--- config.mk ---
export PLATFORM = sky130hd
export DESIGN_NAME = mpos_ctrl
export DESIGN_NICKNAME = d
export VERILOG_FILES = /design/src/mpos_pkg.sv /design/src/mpos_ctrl.sv
export SDC_FILE = /design/constraint.sdc
export NUM_CORES = 1
export LEC_CHECK = 0
export ABC_AREA = 1
export BUFFER_PORTS_ARGS = -buffer_cell sky130_fd_sc_hd__buf_2
export CAP_MARGIN = 20
export CORE_AREA = 8 8 45 47
export DETAILED_ROUTE_END_ITERATION = 7
export DIE_AREA = 0 0 53 55
export PLACE_DENSITY_LB_ADDON = 0.25
export SLEW_MARGIN = 10
export SYNTH_ARGS = -nofsm -noshare
export SYNTH_HDL_FRONTEND = slang
export SYNTH_SLANG_ARGS = --single-unit
--- constraint.sdc ---
create_clock -name clk -period 1.1 [get_ports clk]
set_input_delay 0.055 -clock clk [delete_from_list [all_inputs] [get_ports clk]]
set_output_delay 0.055 -clock clk [all_outputs]
set_load 0.01 [all_outputs]
--- src/mpos_pkg.sv ---
// shared types, constants and helper functions of the m-sequence product offset search
// no dependencies; imported by every module of the block
package mpos_pkg;

  localparam int MAX_BITS    = 10;
  localparam int MIN_BITS    = 2;
  localparam int TABLE_DEPTH = 1024;
  localparam int IDX_W       = 10;
  localparam int VAL_W       = 10;
  localparam int OFF_W       = 11;
  localparam int CFG_W       = 4;
  localparam int IN_DATA_W   = 48;
  localparam int OUT_DATA_W  = 16;

  localparam logic [CFG_W-1:0] CFG_RESET = 4'd10;

  // input selector codes
  localparam logic FUNC_LOAD  = 1'b0;
  localparam logic FUNC_QUERY = 1'b1;

  typedef enum logic [2:0] {
    ST_IDLE,
    ST_RD_A,
    ST_RD_B,
    ST_TGT,
    ST_SCAN,
    ST_DRAIN,
    ST_EMIT
  } mpos_state_t;

  // table read address source
  typedef enum logic [1:0] {
    RD_OFF_A,
    RD_OFF_B,
    RD_SCAN
  } rd_sel_t;

  // controller to datapath
  typedef struct packed {
    logic    accept_load;
    logic    accept_query;
    logic    rd_en;
    rd_sel_t rd_sel;
    logic    latch_a;
    logic    latch_tgt;
    logic    scan_step;
    logic    load_out;
  } mpos_cmd_t;

  // datapath to controller
  typedef struct packed {
    logic bad;
    logic scan_last;
    logic out_free;
  } mpos_sts_t;

  typedef struct packed {
    logic             bad;
    logic [IDX_W-1:0] pos;
  } adj_t;

  // period 2^n - 1 with n clamped to the supported range
  function automatic logic [IDX_W-1:0] period_of(input logic [CFG_W-1:0] bits);
    logic [CFG_W-1:0] n;
    logic [IDX_W:0]   p;
    n = bits;
    if (bits < CFG_W'(MIN_BITS)) n = CFG_W'(MIN_BITS);
    if (bits > CFG_W'(MAX_BITS)) n = CFG_W'(MAX_BITS);
    p = ((IDX_W+1)'(1) << n) - (IDX_W+1)'(1);
    return p[IDX_W-1:0];
  endfunction

  // negative offsets wrap once by the period, then range check
  function automatic adj_t adjust(input logic [OFF_W-1:0] off,
                                  input logic [IDX_W-1:0] period);
    logic [OFF_W:0] v;
    adj_t           r;
    v = {off[OFF_W-1], off} +
        (off[OFF_W-1] ? {{(OFF_W+1-IDX_W){1'b0}}, period} : '0);
    r.bad = v[OFF_W] || (v[OFF_W-1:0] >= {{(OFF_W-IDX_W){1'b0}}, period});
    r.pos = v[IDX_W-1:0];
    return r;
  endfunction

endpackage

--- src/mpos_ctrl.sv ---
// controller state machine: sequences table reads, the scan and the result request
// depends on mpos_pkg
module mpos_ctrl import mpos_pkg::*; (
  input  logic      clk,
  input  logic      rst_n,
  input  logic      in_tvalid,
  input  logic      in_func,
  output logic      in_tready,
  input  mpos_sts_t sts,
  output mpos_cmd_t cmd
);

  mpos_state_t state_r, state_nxt;

  // state register
  always_ff @(posedge clk) begin
    if (!rst_n) begin
      state_r <= ST_IDLE;
    end else begin
      state_r <= state_nxt;
    end
  end

  // next state
  always_comb begin
    state_nxt = state_r;
    case (state_r)
      ST_IDLE: begin
        if (in_tvalid && in_func == FUNC_QUERY) state_nxt = ST_RD_A;
      end
      ST_RD_A: begin
        state_nxt = sts.bad ? ST_EMIT : ST_RD_B;
      end
      ST_RD_B:  state_nxt = ST_TGT;
      ST_TGT:   state_nxt = ST_SCAN;
      ST_SCAN: begin
        if (sts.scan_last) state_nxt = ST_DRAIN;
      end
      ST_DRAIN: state_nxt = ST_EMIT;
      ST_EMIT: begin
        if (sts.out_free) state_nxt = ST_IDLE;
      end
      default:  state_nxt = ST_IDLE;
    endcase
  end

  // outputs
  always_comb begin
    in_tready        = 1'b0;
    cmd              = '0;
    cmd.rd_sel       = RD_OFF_A;
    case (state_r)
      ST_IDLE: begin
        in_tready        = 1'b1;
        cmd.accept_load  = in_tvalid && in_func == FUNC_LOAD;
        cmd.accept_query = in_tvalid && in_func == FUNC_QUERY;
      end
      ST_RD_A: begin
        cmd.rd_en  = 1'b1;
        cmd.rd_sel = RD_OFF_A;
      end
      ST_RD_B: begin
        cmd.rd_en   = 1'b1;
        cmd.rd_sel  = RD_OFF_B;
        cmd.latch_a = 1'b1;
      end
      ST_TGT: begin
        cmd.latch_tgt = 1'b1;
      end
      ST_SCAN: begin
        cmd.rd_en     = 1'b1;
        cmd.rd_sel    = RD_SCAN;
        cmd.scan_step = 1'b1;
      end
      ST_DRAIN: begin
      end
      ST_EMIT: begin
        cmd.load_out = sts.out_free;
      end
      default: begin
      end
    endcase
  end

endmodule

-- After elaboration in Yosys (flattened, before gate mapping)
Index checks and enable logic that the tools add are counted.
- register bits: 3
- bits in latches: 0
- bits in writable memories: 0
- memory bits (read-only): 0
- input bits: 7
- output and inout port bits: 10
- memories: 0
- $add $sub $neg: 0
- multipliers: 0
- div/mod/pow operators: 0
- order comparisons: 0
- equality and inequality tests: 9
- shifts and indexed selects: 0
- mux-type cells: 12
- bitwise logic cells: 1
- reductions and logical operators: 4
- operator list (operator ; count):
    3-bit one-hot mux with 7 select lines ; 1
    3-bit 2-to-1 mux ; 4
    3-bit == test (second input constant) ; 3
    3-bit one-hot mux with 3 select lines ; 1
    3-bit by 2-bit == test with 1-bit output (second input constant) ; 2
    2-bit != test (second input constant) ; 3
    1-bit 2-to-1 mux ; 5
    3-bit by 1-bit == test with 1-bit output (second input constant) ; 1
    3-bit zero test ; 1
    3-bit AND reduction ; 1
    1-bit logical AND ; 2
    2-bit 2-to-1 mux ; 1
    1-bit NOT ; 1

-- Logic depth before layout (Yosys ltp)
Gate-level depths: netlist (run 1).
- depth after elaboration: 3
- depth in mapped cells: 7

-- Worst setup path before layout (run 1)
No wires, ideal clock.
- kind: register -> register
- start point: reg state_r[1]
- end point: reg state_r[2]
- library setup time: 0.114 ns
- arrival: 0.881 ns
- required time: 0.986 ns
- slack: 0.105 ns
- stages on the path, launching flop included: 8
- path buffers: 0
- path through: dfxtp_1 -> inv_1 -> nor2_2 -> nand3_1 -> nand2_1 -> nor2_1 -> nand2_1 -> a21oi_2
- cells in the longest elaborated chain, start to end: 3
- ends and longest elaborated chain (what ; line ; source):
    start, declared ; mpos_ctrl.sv:13 ; mpos_state_t state_r, state_nxt;
    start signal, assigned ; mpos_ctrl.sv:20 ; state_r <= state_nxt;
    3-bit == test or 3-bit zero test (tied branches) ; mpos_ctrl.sv:27 ; case (state_r)
    2-bit != test (no source line) ; -- ;
    3-bit AND reduction (no source line) ; -- ;
Parallel ways exist; a longest one is shown, timed or not.
A chain may end at the register's enable or synchronous reset.

==> results of run 1 <==
## what timing repair did
| item | in CTS | in global routing |
|---|---|---|
| pin swaps | 2 | 9 |
| hold buffers | 0 | 0 |
| gates resized for setup | 15 | 18 |
| cloned | 0 | 0 |
| endpoints found under the setup margin | 10 | 11 |
| hold endpoints to repair | 0 | 0 |
| buffers inserted | 4 | 4 |
## worst max-delay path, delay by kind of cell (launching register included)
kind	cells	cell delay, ns
buf+inv	2	0.20
simple gates	4	0.35
flops	1	0.36
## metrics by stage
stage	instances	setup slack, ns	hold slack [ns]
2_1_floorplan	48	0.105	0.158
3_3_place_gp	84	0.00802	0.316
4_1_cts	91	-0.0760	0.0632
6_report	95	-0.0993	0.0812
5_1_grt	95	-0.187	0.0895
3_5_place_dp	84	0.00441	0.323
## routing by layer
metal,vias up,wire length (µm),track usage
li1,204,-,-
met1,160,355,0.0653
met2,12,444,0.104
met3,3,92,0.0374
met4,0,10,0.0388
met5,-,0,0
## worst paths after layout
check,endpoint,slack [ns],startpoint,depth (start not counted)
setup / recovery,cmd[8],-0.1,state_r[0],6
hold / removal,state_r[2],0.08,rst_n,3
setup reg to reg,state_r[2],-0.08,state_r[0],9
hold reg to reg,state_r[0],0.68,state_r[0],3
## cell families (layout without fill, tap and decap cells)
logic type             after synthesis  after routing  synth area share
AO/OA/AOI/OAI                        3              3            0.0728
flip-flops                           3              3             0.233
buffers and inverters               13             44             0.209
AND/OR/NAND/NOR                     29             29             0.485
## cell usage in the layout, fill, tap and decap left out, types with 4 or more instances in the layout
cell / n
buf_2: 12
buf_4: 11
buf_6: 6
inv_1: 7
nand2_1: 8
nand2_2: 5
nor2_1: 4
nor2_2: 4
## area by class of cell
| class | count | area, µm² |
|---|---|---|
| Fill cell | 157 | 811 |
| Timing Repair Buffer | 29 | 210 |
| Multi-Input combinational cell | 32 | 201 |
| Sequential cell | 3 | 71.3 |
| Inverter | 11 | 43.8 |
| Clock buffer | 4 | 26.3 |
| Tap cell | 16 | 20.0 |
## power by group
group	leakage (nW)	switching, W	total (W)	internal (W)
registers	0.0267	0.0000503	0.000196	0.000146
clock network	0.0150	0.0000583	0.000194	0.000136
logic	0.274	0.000320	0.000705	0.000385
==> flow_summary.yaml, run 1 <==
timing:
  finalCritPeriodShare: 1.09
  setup_slack_ns: -0.0993
  rsz0062_at_grt: "true"
  tightest_slew_ns: 0.195
  setup_tns_ns: -0.537
  finClkSkew_ns: 0.00741
  slew_violations: 0
  hold_violations: 0
  setup_violations: 10
  fmax_mhz: 834
  min_period_ns: 1.20
  slew_headroom: 0.869
synthesis:
  synth_seq_cells: 3
  synth_warnings: 0
  synth_area_um2: 258
  synth_top_area_share: 0.233
  synth-edff-count: 0
  ys_top_cells_by_count: "nand2_1 (13), inv_1 (11), nor2_1 (9)"
  synth.net_count: 55
  ys_top_cells_by_area: "dfxtp_1 (23%), nand2_1 (19%), inv_1 (16%)"
  synthCells: 48
  synth_flop_cell: "dfxtp_1"
  synth_most_common_cell: "nand2_1"
  yosysTopAreaCell: "dfxtp_1"
  postSynth.asyncResetShare: 0
  ys_seq_area_frac: 0.233
  synth_cell_types: 13
  syn_area_per_cell_um2: 5.37
clock_tree:
  path_clk_slew_ns: 0.04
  cts_buffer_depth: 2
  clock_sinks: 3
  cts_tree: "built"
  numCtsBuffers: 3
  insertion_delay_ns: 0.24
  root_buffer: "clkbuf_4"
  htree_levels: 1
setup_path:
  worst_setup_path_end_kind: "output port"
  crit_path_max_incr_delay_ns: 0.36
  crit_path_top_delay_cell: "dfxtp_4"
  worstSetupPathType: "register to output port"
  crit_path_cell_trace: "nor2_4, nand2_2, inv_2, nand2_2, nor2_2, buf_2"
  crit_path_max_fanout: 4
  worst_ep_required_time_ns: 1.04
  worst_setup_path_start_kind: "register"
  critPathArrivalTime_ns: 1.14
  timing.critical_path.mode_cell: "nand2_2"
run_status:
  violations: "negative setup slack"
  outcome: "complete, but fails checks"
floorplanning:
  die_y_um: 55
  num_rows: 14
  dieArea_mm2: 0.00292
  io_pins: 17
  start_util: 0.186
  die_w_um: 53
  core-area_mm2: 0.00138
min_path:
  hold_class: "input pin to register"
power_and_ir_drop:
  power.density_mw_per_mm2: 1910
  power.leakage_nw: 0.316
  vdd_drop_max_v: 0.00100
  power.total_w: 0.00110
layout:
  area_delta_synth_final_pct: 122
  largest-register: "state_r"
  reg_top3: "state_r x3"
  n_antenna_cell: 0
  largest_register_ffs: 3
  layout.nets: 87
  utilization: 0.414
  stdcell_area_um2: 573
  drive_gt1_frac: 0.684
grt:
  grt_pass1_vias: 351
  overflow: 0
  grt_usage: 0.0650
  grt_pass1_wl_um: 1370
  antenna_found_initial: 0
  grt_max_degree: 7
place:
  place_area_um2: 390
  globalplace.congestion: 0.736
  dp_hpwl_um: 625
  portBuffers: 16
detailed_routing:
  drt_iter0_drc: 3
  first_pass_iters: 4
  wl_per_cell_um: 9.49
  ant_nets: 0
  wirelength_um: 902
  avgViaCountPerCell: 3.99
  via_count: 379
  remaining_drc_errors: 0
job:
  maxCapViolations: 0
(Power assumes the default switching activity.)
==> run 2: changes to the inputs <==
--- a/config.mk
+++ b/config.mk
@@ -8,9 +8,12 @@
 export ABC_AREA = 1
 export BUFFER_PORTS_ARGS = -buffer_cell sky130_fd_sc_hd__buf_2
 export CAP_MARGIN = 20
-export CORE_AREA = 8 8 45 47
+export CELL_PAD_IN_SITES_DETAIL_PLACEMENT = 1
+export CELL_PAD_IN_SITES_GLOBAL_PLACEMENT = 2
+export CORE_ASPECT_RATIO = 1.2
+export CORE_MARGIN = 8
+export CORE_UTILIZATION = 16
 export DETAILED_ROUTE_END_ITERATION = 7
-export DIE_AREA = 0 0 53 55
 export PLACE_DENSITY_LB_ADDON = 0.25
 export SLEW_MARGIN = 10
 export SYNTH_ARGS = -nofsm -noshare
==> run 2 against run 1 <==
- the flow still finishes with violations (negative setup slack)
- largest cell class is now multi-input gates
- die area is 8.3% higher
- final cell count grew 1.1%
- sequential cell count did not move
- hold slack is essentially flat
- design area down 4.6%
- critical endpoint is now cmd[6]
- non-clock buffer count down 1
- sequential share of layout area increased by 0.60 points
- combinational power is 16% lower
- register-to-register slack better by 0.02 ns
- critical path depth fell by 1
- critical path type unchanged
==> flow_summary.yaml, run 2 (same netlist as run 1, synthesis figures left out) <==
detailed_routing:
  wl_per_cell_um: 11.1
  remaining_drc_errors: 0
  drt_iter0_drc: 0
  first_pass_iters: 1
  ant_nets: 0
  avgViaCountPerCell: 4.03
  via_count: 387
  wirelength_um: 1070
floorplanning:
  io_pins: 17
  core-area_mm2: 0.00158
  die_y_um: 60.0
  dieArea_mm2: 0.00316
  num_rows: 16
  start_util: 0.163
  die_w_um: 52.6
timing:
  setup_violations: 9
  slew_violations: 0
  finClkSkew_ns: 0.00348
  fin_hold_ws_ns: 0.0817
  rsz0062_at_grt: "true"
  tightest_slew_ns: 0.184
  finalCritPeriodShare: 1.09
  min_period_ns: 1.20
  fmax_mhz: 835
  hold_violations: 0
  setup_slack_ns: -0.0982
  slew_headroom: 0.876
place:
  pre_cts_slack_ns: -0.0494
  place_inst: 85
  dp_hpwl_um: 743
  portBuffers: 16
  globalplace.congestion: 0.686
layout:
  reg_top3: "state_r x3"
  area_delta_synth_final_pct: 112
  fill_cells: 201
  final_cell_mix: "buf_2 (15), nand2_1 (9), buf_4 (9)"
  largest_register_ffs: 3
  largest-register: "state_r"
  instances_no_fill: 96
  n_antenna_cell: 0
  final_common_cell: "buf_2"
  layout.nets: 86
  drive_gt1_frac: 0.641
power_and_ir_drop:
  power.total_w: 0.000993
  power_frac_clock: 0.196
  vdd_drop_max_v: 0.000644
  p_switching_w: 0.000402
  p_comb_frac: 0.596
  p_seq_frac: 0.208
  power.density_mw_per_mm2: 1820
  intPower_w: 0.000591
  power.leakage_nw: 0.307
  sw_frac_of_total: 0.405
run_status:
  violations: "negative setup slack"
  outcome: "complete, but fails checks"
setup_path:
  critPathArrivalTime_ns: 1.14
  worst_ep_required_time_ns: 1.04
  worst_setup_path_end_kind: "output port"
  worst_setup_path_start_kind: "register"
  rr_startpoint: "state_r[0]"
  crit_path_top_delay_cell: "dfxtp_4"
  crit_path_max_fanout: 5
  worstSetupPathType: "register to output port"
  crit_start: "state_r[0]"
  crit_path_cell_trace: "nor2_4, nand2_1, buf_4, nand3b_1, buf_2"
  crit_path_max_incr_delay_ns: 0.36
clock_tree:
  htree_levels: 1
  cts_buffer_depth: 2
  clock_sinks: 3
  numCtsBuffers: 3
  cts_tree: "built"
  ctsHoldBuffers: 0
  path_clk_slew_ns: 0.04
  root_buffer: "clkbuf_4"
  insertion_delay_ns: 0.23
min_path:
  min_from: "rst_n"
  hold_class: "input pin to register"
job:
  maxCapViolations: 0
grt:
  grt_pass1_vias: 390
  overflow: 0
  antenna_found_initial: 0
  grt_usage: 0.0703
  grt_pass1_wl_um: 1610
  grt_max_degree: 9
run 2: changes by cell type in the layout (fill, tap and decap cells not counted), sizes merged:
cell / previous run / this run
buf: 29 / 28
run 2: stage by stage:
step | TNS [ns] | util | instance area (µm²)
2_1_floorplan | 0 | - | 258
3_3_place_gp | -0.147 | 0.244 | 385
3_5_place_dp | -0.0718 | 0.244 | 385
4_1_cts | -0.587 | 0.312 | 493
5_1_grt | -1.39 | 0.346 | 547
6_report | -0.598 | 0.346 | 547
run 2: path summary, 6_finish.rpt:
kind / endpoint / slack (ns) / depth (start not counted)
worst min register to register: state_r[0] / 0.58 / 2
worst max register to register: state_r[2] / -0.06 / 8
worst max-delay path: cmd[6] / -0.1 / 5
worst min-delay path: state_r[0] / 0.08 / 3
run 2: power groups by stage:
stage	registers, W	clock network (W)	logic (W)
6_report	0.000206	0.000195	0.000592
5_1_grt	0.000213	0.000209	0.000654
4_1_cts	0.000197	0.000204	0.000500
3_5_place_dp	0.000173	0	0.000393
3_3_place_gp	0.000174	0	0.000393
2_1_floorplan	0.000157	0	0.000237
run 2: what timing repair did:
action,in CTS,in global routing
pin swaps,5,4
setup endpoints to repair,12,13
gates resized for setup,16,12
buffers inserted,5,2
run 2: critical path, delay by kind of cell (launching register included):
kind,cells,cell delay (ns)
buffers and inverters,2,0.26
flip-flops,1,0.36
AND/OR/NAND/NOR,3,0.28
run 2: area by class of cell:
class,count,area [µm²],share of cell area
clock buffers,4,26.3,0.0481
flip-flops and latches,3,71.3,0.130
multi-input cells,32,195,0.357
repair buffers,28,188,0.343
well taps,18,22.5,0.0412
inverters,11,43.8,0.0801
run 2: per-layer routing:
layer  vias up  global-route usage  routed length, µm  part of all wire
met4         0              0.0444                 19             0.018
met3         4              0.0224                 88             0.082
met1       169              0.0662                357              0.33
met5         -                   0                  0                 0
met2        12               0.126                603              0.56
li1        202                   -                  -                 -
